<file path="src/rtl/bba_pkg.sv">
// ----------------------------------------------------------------------------
// bba_pkg: shared types and constants for the buddy block allocator
// Tree geometry, node codes, payload structs and per-node helper functions.
// ----------------------------------------------------------------------------
package bba_pkg;

    localparam int TOTAL_BYTES = 256;
    localparam int MIN_BYTES   = 32;
    localparam int LOG_TOTAL   = 8;
    localparam int LEVELS      = 4;
    localparam int NODES       = 15;
    localparam int IDX_W       = 4;

    typedef logic [IDX_W-1:0] node_idx_t;

    // node codes
    typedef enum logic [1:0] {
        NODE_FREE  = 2'd0,
        NODE_SPLIT = 2'd1,
        NODE_OCC   = 2'd2
    } node_state_t;

    // action codes
    localparam logic ACT_ALLOC   = 1'b0;
    localparam logic ACT_RELEASE = 1'b1;

    // result status codes
    localparam logic [1:0] STATUS_OK          = 2'd0;
    localparam logic [1:0] STATUS_NO_FIT      = 2'd1;
    localparam logic [1:0] STATUS_BAD_RELEASE = 2'd2;

    typedef struct packed {
        logic        action;
        logic [15:0] request_bytes;
        logic [7:0]  release_offset;
    } req_item_t;

    typedef struct packed {
        logic [1:0] status;
        logic [7:0] block_offset;
        logic [8:0] block_bytes;
    } result_item_t;

    // classified command from front to engine
    typedef struct packed {
        logic       release_op;
        logic       too_big;
        logic [8:0] req_bytes;
        logic [7:0] offset;
    } cmd_t;

    // depth-first, lower-half-first visiting order of the heap indexes
    localparam node_idx_t PREORDER [NODES] = '{
        4'd0, 4'd1, 4'd3, 4'd7, 4'd8, 4'd4, 4'd9, 4'd10,
        4'd2, 4'd5, 4'd11, 4'd12, 4'd6, 4'd13, 4'd14
    };

    function automatic logic [1:0] node_level(input node_idx_t idx);
        logic [1:0] lvl;
        if (idx < 4'd1) begin
            lvl = 2'd0;
        end else if (idx < 4'd3) begin
            lvl = 2'd1;
        end else if (idx < 4'd7) begin
            lvl = 2'd2;
        end else begin
            lvl = 2'd3;
        end
        return lvl;
    endfunction

    function automatic logic [8:0] node_size(input node_idx_t idx);
        logic [9:0] full;
        full = 10'(TOTAL_BYTES);
        return 9'(full >> node_level(idx));
    endfunction

    // offset = rank within level times block size
    function automatic logic [7:0] node_pos(input node_idx_t idx);
        logic [1:0] lvl;
        logic [4:0] rank;
        logic [15:0] wide;
        lvl  = node_level(idx);
        rank = 5'({1'b0, idx} + 5'd1 - (5'd1 << lvl));
        wide = 16'(rank) << (4'(LOG_TOTAL) - 4'(lvl));
        return wide[7:0];
    endfunction

endpackage

</file>
<file path="src/rtl/buddy_block_allocator_core.sv">
// ----------------------------------------------------------------------------
// buddy_block_allocator_core: buddy allocator over a 256-byte region
// Allocates and releases power-of-two blocks of 32 to 256 bytes.
// ----------------------------------------------------------------------------
//  channel   ports                        payload
//  input     s_valid / s_ready / s_item   action, request_bytes, release_offset
//  result    m_valid / m_ready / m_result status, block_offset, block_bytes
//
// For each request the engine scans up to 15 tree nodes in depth-first
// order one per cycle, then splits or merges one level per cycle. Oversized
// allocates skip the scan.
// Reset clears the tree to all free and empties the request queue.
// A two-entry queue keeps taking requests, until full, while the result waits on m_ready.
module buddy_block_allocator_core (
    input  logic                  aclk,
    input  logic                  aresetn,
    input  logic                  s_valid,
    output logic                  s_ready,
    input  bba_pkg::req_item_t    s_item,
    output logic                  m_valid,
    input  logic                  m_ready,
    output bba_pkg::result_item_t m_result
);

    logic          cmd_valid;
    logic          cmd_ready;
    bba_pkg::cmd_t cmd;

    bba_front u_front (
        .aclk      (aclk),
        .aresetn   (aresetn),
        .s_valid   (s_valid),
        .s_ready   (s_ready),
        .s_item    (s_item),
        .cmd_valid (cmd_valid),
        .cmd_ready (cmd_ready),
        .cmd       (cmd)
    );

    bba_engine u_engine (
        .aclk      (aclk),
        .aresetn   (aresetn),
        .cmd_valid (cmd_valid),
        .cmd_ready (cmd_ready),
        .cmd       (cmd),
        .m_valid   (m_valid),
        .m_ready   (m_ready),
        .m_result  (m_result)
    );

endmodule

</file>
<file path="src/rtl/bba_front.sv">
// ----------------------------------------------------------------------------
// bba_front: request intake
// Accepts requests, classifies them and buffers them in a two-entry queue.
// ----------------------------------------------------------------------------
module bba_front (
    input  logic               aclk,
    input  logic               aresetn,
    input  logic               s_valid,
    output logic               s_ready,
    input  bba_pkg::req_item_t s_item,
    output logic               cmd_valid,
    input  logic               cmd_ready,
    output bba_pkg::cmd_t      cmd
);

    bba_pkg::cmd_t q_reg [2];
    logic          wr_ptr_reg;
    logic          rd_ptr_reg;
    logic [1:0]    count_reg;
    bba_pkg::cmd_t cls;
    logic          push;
    logic          pop;

    // classify: oversized allocates fail without a tree walk
    always_comb begin
        cls.release_op = (s_item.action == bba_pkg::ACT_RELEASE);
        cls.too_big    = (s_item.request_bytes > 16'(bba_pkg::TOTAL_BYTES));
        cls.req_bytes  = s_item.request_bytes[8:0];
        cls.offset     = s_item.release_offset;
    end

    assign s_ready   = (count_reg != 2'd2);
    assign cmd_valid = (count_reg != 2'd0);
    assign cmd       = q_reg[rd_ptr_reg];
    assign push      = s_valid && s_ready;
    assign pop       = cmd_valid && cmd_ready;

    // queue storage
    always_ff @(posedge aclk) begin
        if (push) begin
            q_reg[wr_ptr_reg] <= cls;
        end
    end

    // queue pointers
    always_ff @(posedge aclk) begin
        if (!aresetn) begin
            wr_ptr_reg <= 1'b0;
            rd_ptr_reg <= 1'b0;
            count_reg  <= 2'd0;
        end else begin
            if (push) begin
                wr_ptr_reg <= ~wr_ptr_reg;
            end
            if (pop) begin
                rd_ptr_reg <= ~rd_ptr_reg;
            end
            if (push && !pop) begin
                count_reg <= count_reg + 2'd1;
            end else if (pop && !push) begin
                count_reg <= count_reg - 2'd1;
            end
        end
    end

endmodule

</file>
<file path="src/rtl/bba_engine.sv">
// ----------------------------------------------------------------------------
// bba_engine: tree walker
// Holds node states, scans in depth-first order, splits, frees and merges,
// and drives the output register.
// ----------------------------------------------------------------------------
module bba_engine (
    input  logic                  aclk,
    input  logic                  aresetn,
    input  logic                  cmd_valid,
    output logic                  cmd_ready,
    input  bba_pkg::cmd_t         cmd,
    output logic                  m_valid,
    input  logic                  m_ready,
    output bba_pkg::result_item_t m_result
);

    typedef enum logic [4:0] {
        ENG_IDLE  = 5'b00001,
        ENG_SCAN  = 5'b00010,
        ENG_SPLIT = 5'b00100,
        ENG_MERGE = 5'b01000,
        ENG_DONE  = 5'b10000
    } eng_state_t;

    eng_state_t                state_reg;
    bba_pkg::node_state_t      node_reg [bba_pkg::NODES];
    bba_pkg::cmd_t             cmd_reg;
    bba_pkg::node_idx_t        scan_reg;
    bba_pkg::node_idx_t        cur_reg;
    bba_pkg::result_item_t     res_reg;
    bba_pkg::result_item_t     m_result_reg;
    logic                      m_valid_reg;

    logic [bba_pkg::NODES-1:0] reach;
    logic [bba_pkg::NODES-1:0] fit;
    bba_pkg::node_idx_t        hit_idx;
    logic                      hit;
    logic [8:0]                half;
    logic                      do_split;
    bba_pkg::node_idx_t        lo_idx;
    bba_pkg::node_idx_t        hi_idx;
    bba_pkg::node_idx_t        par_idx;
    bba_pkg::node_idx_t        par_lo;
    bba_pkg::node_idx_t        par_hi;
    logic                      out_free;

    // reachable = every ancestor split; fit per action
    always_comb begin
        for (int i = 0; i < bba_pkg::NODES; i++) begin
            if (i == 0) begin
                reach[i] = 1'b1;
            end else begin
                reach[i] = reach[(i-1)/2] && (node_reg[(i-1)/2] == bba_pkg::NODE_SPLIT);
            end
            if (cmd_reg.release_op) begin
                fit[i] = reach[i] && (node_reg[i] == bba_pkg::NODE_OCC) &&
                         (bba_pkg::node_pos(bba_pkg::node_idx_t'(i)) == cmd_reg.offset);
            end else begin
                fit[i] = reach[i] && (node_reg[i] == bba_pkg::NODE_FREE) &&
                         (bba_pkg::node_size(bba_pkg::node_idx_t'(i)) >= cmd_reg.req_bytes);
            end
        end
    end

    assign hit_idx = bba_pkg::PREORDER[scan_reg];
    assign hit     = fit[hit_idx];

    // split step and merge step indexes
    assign half     = bba_pkg::node_size(cur_reg) >> 1;
    assign do_split = (bba_pkg::node_level(cur_reg) != 2'(bba_pkg::LEVELS - 1)) &&
                      (cmd_reg.req_bytes <= half);
    assign lo_idx   = {cur_reg[2:0], 1'b1};
    assign hi_idx   = {cur_reg[2:0], 1'b0} + 4'd2;
    assign par_idx  = (cur_reg - 4'd1) >> 1;
    assign par_lo   = {par_idx[2:0], 1'b1};
    assign par_hi   = {par_idx[2:0], 1'b0} + 4'd2;
    assign out_free = !m_valid_reg || m_ready;

    assign cmd_ready = (state_reg == ENG_IDLE);
    assign m_valid   = m_valid_reg;
    assign m_result  = m_result_reg;

    // sequencer and tree state
    always_ff @(posedge aclk) begin
        if (!aresetn) begin
            state_reg   <= ENG_IDLE;
            m_valid_reg <= 1'b0;
            for (int i = 0; i < bba_pkg::NODES; i++) begin
                node_reg[i] <= bba_pkg::NODE_FREE;
            end
        end else begin
            // result register: load on completion, clear on transfer
            if (state_reg == ENG_DONE && out_free) begin
                m_valid_reg <= 1'b1;
            end else if (m_ready) begin
                m_valid_reg <= 1'b0;
            end
            unique case (state_reg)
                ENG_IDLE: begin
                    if (cmd_valid) begin
                        cmd_reg  <= cmd;
                        scan_reg <= '0;
                        if (!cmd.release_op && cmd.too_big) begin
                            res_reg   <= '{bba_pkg::STATUS_NO_FIT, 8'd0, 9'd0};
                            state_reg <= ENG_DONE;
                        end else begin
                            state_reg <= ENG_SCAN;
                        end
                    end
                end
                ENG_SCAN: begin
                    if (hit) begin
                        cur_reg <= hit_idx;
                        if (cmd_reg.release_op) begin
                            node_reg[hit_idx] <= bba_pkg::NODE_FREE;
                            res_reg <= '{bba_pkg::STATUS_OK, cmd_reg.offset,
                                         bba_pkg::node_size(hit_idx)};
                            state_reg <= ENG_MERGE;
                        end else begin
                            state_reg <= ENG_SPLIT;
                        end
                    end else if (scan_reg == 4'(bba_pkg::NODES - 1)) begin
                        if (cmd_reg.release_op) begin
                            res_reg <= '{bba_pkg::STATUS_BAD_RELEASE, 8'd0, 9'd0};
                        end else begin
                            res_reg <= '{bba_pkg::STATUS_NO_FIT, 8'd0, 9'd0};
                        end
                        state_reg <= ENG_DONE;
                    end else begin
                        scan_reg <= scan_reg + 4'd1;
                    end
                end
                ENG_SPLIT: begin
                    if (do_split) begin
                        node_reg[cur_reg] <= bba_pkg::NODE_SPLIT;
                        node_reg[lo_idx]  <= bba_pkg::NODE_FREE;
                        node_reg[hi_idx]  <= bba_pkg::NODE_FREE;
                        cur_reg           <= lo_idx;
                    end else begin
                        node_reg[cur_reg] <= bba_pkg::NODE_OCC;
                        res_reg <= '{bba_pkg::STATUS_OK, bba_pkg::node_pos(cur_reg),
                                     bba_pkg::node_size(cur_reg)};
                        state_reg <= ENG_DONE;
                    end
                end
                ENG_MERGE: begin
                    if (cur_reg == 4'd0) begin
                        state_reg <= ENG_DONE;
                    end else if (node_reg[par_lo] == bba_pkg::NODE_FREE &&
                                 node_reg[par_hi] == bba_pkg::NODE_FREE) begin
                        node_reg[par_idx] <= bba_pkg::NODE_FREE;
                        cur_reg           <= par_idx;
                    end else begin
                        state_reg <= ENG_DONE;
                    end
                end
                ENG_DONE: begin
                    if (out_free) begin
                        m_result_reg <= res_reg;
                        state_reg    <= ENG_IDLE;
                    end
                end
                default: begin
                    state_reg <= ENG_IDLE;
                end
            endcase
        end
    end

endmodule

</file>
<file path="config.mk">
export PLATFORM = sky130hd
export DESIGN_NAME = buddy_block_allocator_core
export DESIGN_NICKNAME = d
export VERILOG_FILES = /design/src/rtl/bba_pkg.sv /design/src/rtl/buddy_block_allocator_core.sv /design/src/rtl/bba_front.sv /design/src/rtl/bba_engine.sv
export SDC_FILE = /design/constraint.sdc
export NUM_CORES = 1
export LEC_CHECK = 0
export ABC_AREA = 1
export BUFFER_PORTS_ARGS = -buffer_cell sky130_fd_sc_hd__buf_2
export CAP_MARGIN = 20
export CORE_MARGIN = 2
export CORE_UTILIZATION = 55
export CTS_BUF_LIST = sky130_fd_sc_hd__clkbuf_4 sky130_fd_sc_hd__clkbuf_8 sky130_fd_sc_hd__clkbuf_16
export CTS_CLUSTER_DIAMETER = 30
export DETAILED_ROUTE_END_ITERATION = 8
export PLACE_DENSITY = 0.74
export SYNTH_ARGS = -nofsm -noshare
export SYNTH_HDL_FRONTEND = slang
export SYNTH_SLANG_ARGS = --single-unit
export TNS_END_PERCENT = 5
</file>
<file path="constraint.sdc">
create_clock -name aclk -period 6.25 [get_ports aclk]
set_input_delay 0.3125 -clock aclk [delete_from_list [all_inputs] [get_ports aclk]]
set_output_delay 0.3125 -clock aclk [all_outputs]
set_load 0.05 [all_outputs]
</file>
==> results.md <==
- Total CTS buffers: 17
- Synth Register Bits: 135
- DRC: 0
- Htree depth: 4
- Max rail drop VDD: between 0.2 and 0.3 mV
- Crit path capture: u_engine.node_reg[3][0]$_SDFFE_PP0P_
- Endpoints failing setup: 0
- Die X: ~120 um
- GRT Total Usage: between 20% and 30%
- Most Crowded Layer GR: met2
- Global-route wire length before repair: 28.55 mm
- GPL Wtd Cong: between 0.9 and 1
- Distinct cells, synth: 48
- Port Buffer Count: 44
- Critical path endpoint category: register
- Post-cts resize count: 0
- CP peak stage delay: just over 600 ps
- Syn Std Cell Area: roughly 7400 um^2
- Antenna cells: 0
- Rel. slew slack: about a third
- Syn avg cell area: around 8 um^2
- Wire length after detailed routing: between 15 and 20 mm
- Total core area: roughly 13000 um^2
- Final Max Tran Viols: 0
- Critical R2R Launch: u_engine.cur_reg[0]$_DFFE_PP_
- Area grow syn2layout: 12.69%
- DRT iter0 DRCs: 700
- Ys flop type: edfxtp_1
- Fin cells: approximately 1100
- Worst-path cell chain: ha_1 -> nand2_1 -> inv_1 -> nor2_1 -> inv_1 -> o22ai_1 -> inv_1 -> ha_1 -> inv_1 -> ha_1 -> nand2_1 -> nand2_1 -> nor2_1 -> o21ai_0 -> o31ai_1 -> nand3_1 -> nor2_1 -> inv_1 -> nor2_2 -> inv_1 -> nor4_1 -> a21oi_1
- Synth async-reset ratio: 0%
- FF-to-FF path depth: 22
- PwrDens: between 300 and 400 nW/um^2
- Final HPWL DP: about 13 mm
- Hold-fix buffers at CTS: 0
- DRT Pass-1 Iters: 6
- Vias: approximately 6400
- Syn Inst Count: 911
- Sequential element share of the synthesized area: 49.02%
- Max clock buf depth: 2
- Post-layout min period: 4555 ps
- CTS tree: done
- Maxcap violations: 0
- FP Rows: 42
- Commonest non-fill, non-tap cell in the layout: nand2_1
- Final setup TNS: 0 ps
- DIE AREA: approximately 14000 um^2
- Grt met1 use: approximately a third
- Crit path max fanout: 16
- Critical path data required time: around 6500 ps
- Filler Cells Inserted: ~1200
- Post-DR wirelength/cell: around 16 um
- Measured slew at the worst slew-check pin: 998.4 ps
- Initial Util: roughly 56%
- Yosys warnings: 0
- Max reg flops: 38
- Tcrit/Tclk final: approximately 73%
- Nets: about 1000
- Latest clock arrival within the worst-skew pair: 420 ps
- I/O pin count: 50
- Util after Layout: a little over three fifths
- Levels on crit path: 22
- Vias per inst: between 5 and 6
- CP Launch Point: u_engine.cur_reg[0]$_DFFE_PP_
- Dpl cells: about 1100
- Slowest CP cell: nor2_2
- Clock sinks: 135
- EDFF count, synth: a little over 90
- Status: finished clean
- Overflow after GRT: 0
- Grt met3 use: ~5.9%
- Worst-path clk slew: roughly 60 ps
- Crit path launch type: register
- Crit-path most repeated cell: inv_1
- Leak: about 3.4 nW
- RSZ-0062 raised after global routing: no
- Post-CTS Repair Setup Buffers: 0
- Number of global-route vias before repair: around 5900
- Critical Path AT: just under 5000 ps
- Buffers & Inverters on Critical Path: 6
- Fin Clk Skew: between 7 and 8 ps
- CP delay by family, top: simple AND/OR/NAND/NOR gates
- Fin. Hold Viols: 0
- Die extent in y: 119.9 um
- Crit path setup slack, layout: about 1700 ps
- Antenna Nets Post-Route: 0
- Share of layout cells above drive strength 1: approximately an eighth
- DP Worst Slack: 1913 ps
- Root Driver: clkbuf_16
- FF-to-FF End: u_engine.node_reg[3][0]$_SDFFE_PP0P_
- Initial antenna violation count: 0
- Met2 usage: approximately 41%
- Most frequent cells in the layout: nand2_1 (202), nor2_1 (115), nand3_1 (100)
- HP Class: in2reg
- Fmax: 0.2195 GHz
- Setup Crit Path Kind: reg2reg
- Pin count of the biggest net entering global routing: 90
- Flop-to-flop setup slack: ~1700 ps
final cells by class:
cell class,count,area [um^2],area share [%]
clock buffer,17,425.4,5.107
clock inverter,15,167.7,2.013
inverter,107,406.6,4.881
multi-input combinational,641,3214,38.59
sequential,135,3623,43.50
tap,176,220.2,2.643
timing repair buffer,50,272.8,3.274
how the worst min path moves through the flow:
stage / from / end / slack (ps) / depth (start not counted)
2_1_floorplan: u_engine.res_reg[10]$_SDFFCE_PN0P_ / u_engine.m_result[10]$_DFFE_PP_ / 400 / 0
5_1_grt: s_item[7] / u_front.q_reg[0][7]$_DFFE_PP_ / 60 / 1
4_1_cts: s_item[7] / u_front.q_reg[0][7]$_DFFE_PP_ / 70 / 1
3_5_place_dp: u_engine.res_reg[17]$_SDFFCE_PN1P_ / u_engine.m_result[17]$_DFFE_PP_ / 400 / 0
3_3_place_gp: u_engine.res_reg[11]$_SDFFCE_PN0P_ / u_engine.m_result[11]$_DFFE_PP_ / 400 / 0
6_report: s_item[6] / u_front.q_reg[1][6]$_DFFE_PP_ / 70 / 1
metal layers:
metal	part of all wire, %	vias up
li1	-	3155
met4	3.2	0
met3	7.3	45
met2	47	262
met5	0	-
met1	43	2939
kinds of logic after synthesis:
kind of cell / Yosys count / share of synthesized area, %
other: 1 / 0.05073
flip-flops: 135 / 49.02
AND/OR/NAND/NOR: 502 / 30.69
adder cells (fa/ha/maj): 21 / 3.656
buffers and inverters: 139 / 7.922
AO/OA/AOI/OAI: 109 / 8.091
XOR/XNOR: 4 / 0.5756
cells in the mapped netlist, types with 8 or more instances:
master,n,area [um^2]
nand2_1,202,758.2
nor2_1,115,431.7
nand3_1,100,500.5
inv_1,96,360.4
edfxtp_1,92,2763
a21oi_1,55,275.3
dfxtp_1,43,860.8
nand4_1,40,250.2
o21ai_0,29,145.1
ha_1,20,250.2
nor3_1,11,55.05
clkbuf_1,10,37.54
nand2_2,10,62.56
buf_4,8,60.06
power breakdown:
group          internal (mW)  switching (mW)
sequential              1.13          0.0784
clock                  0.597           0.399
combinational          0.262           0.672
per-stage QoR:
step                hold WS (ps)  power, mW  instance area (um^2)
floorplan                  400.3      1.899                  7407
global placement           402.4      2.118                  7715
detailed placement         404.5      2.132                  7715
CTS                        65.65      3.130                  8308
global route               57.63      3.316                  8330
finish                     73.33      3.137                  8330
(Power assumes the default switching activity.)
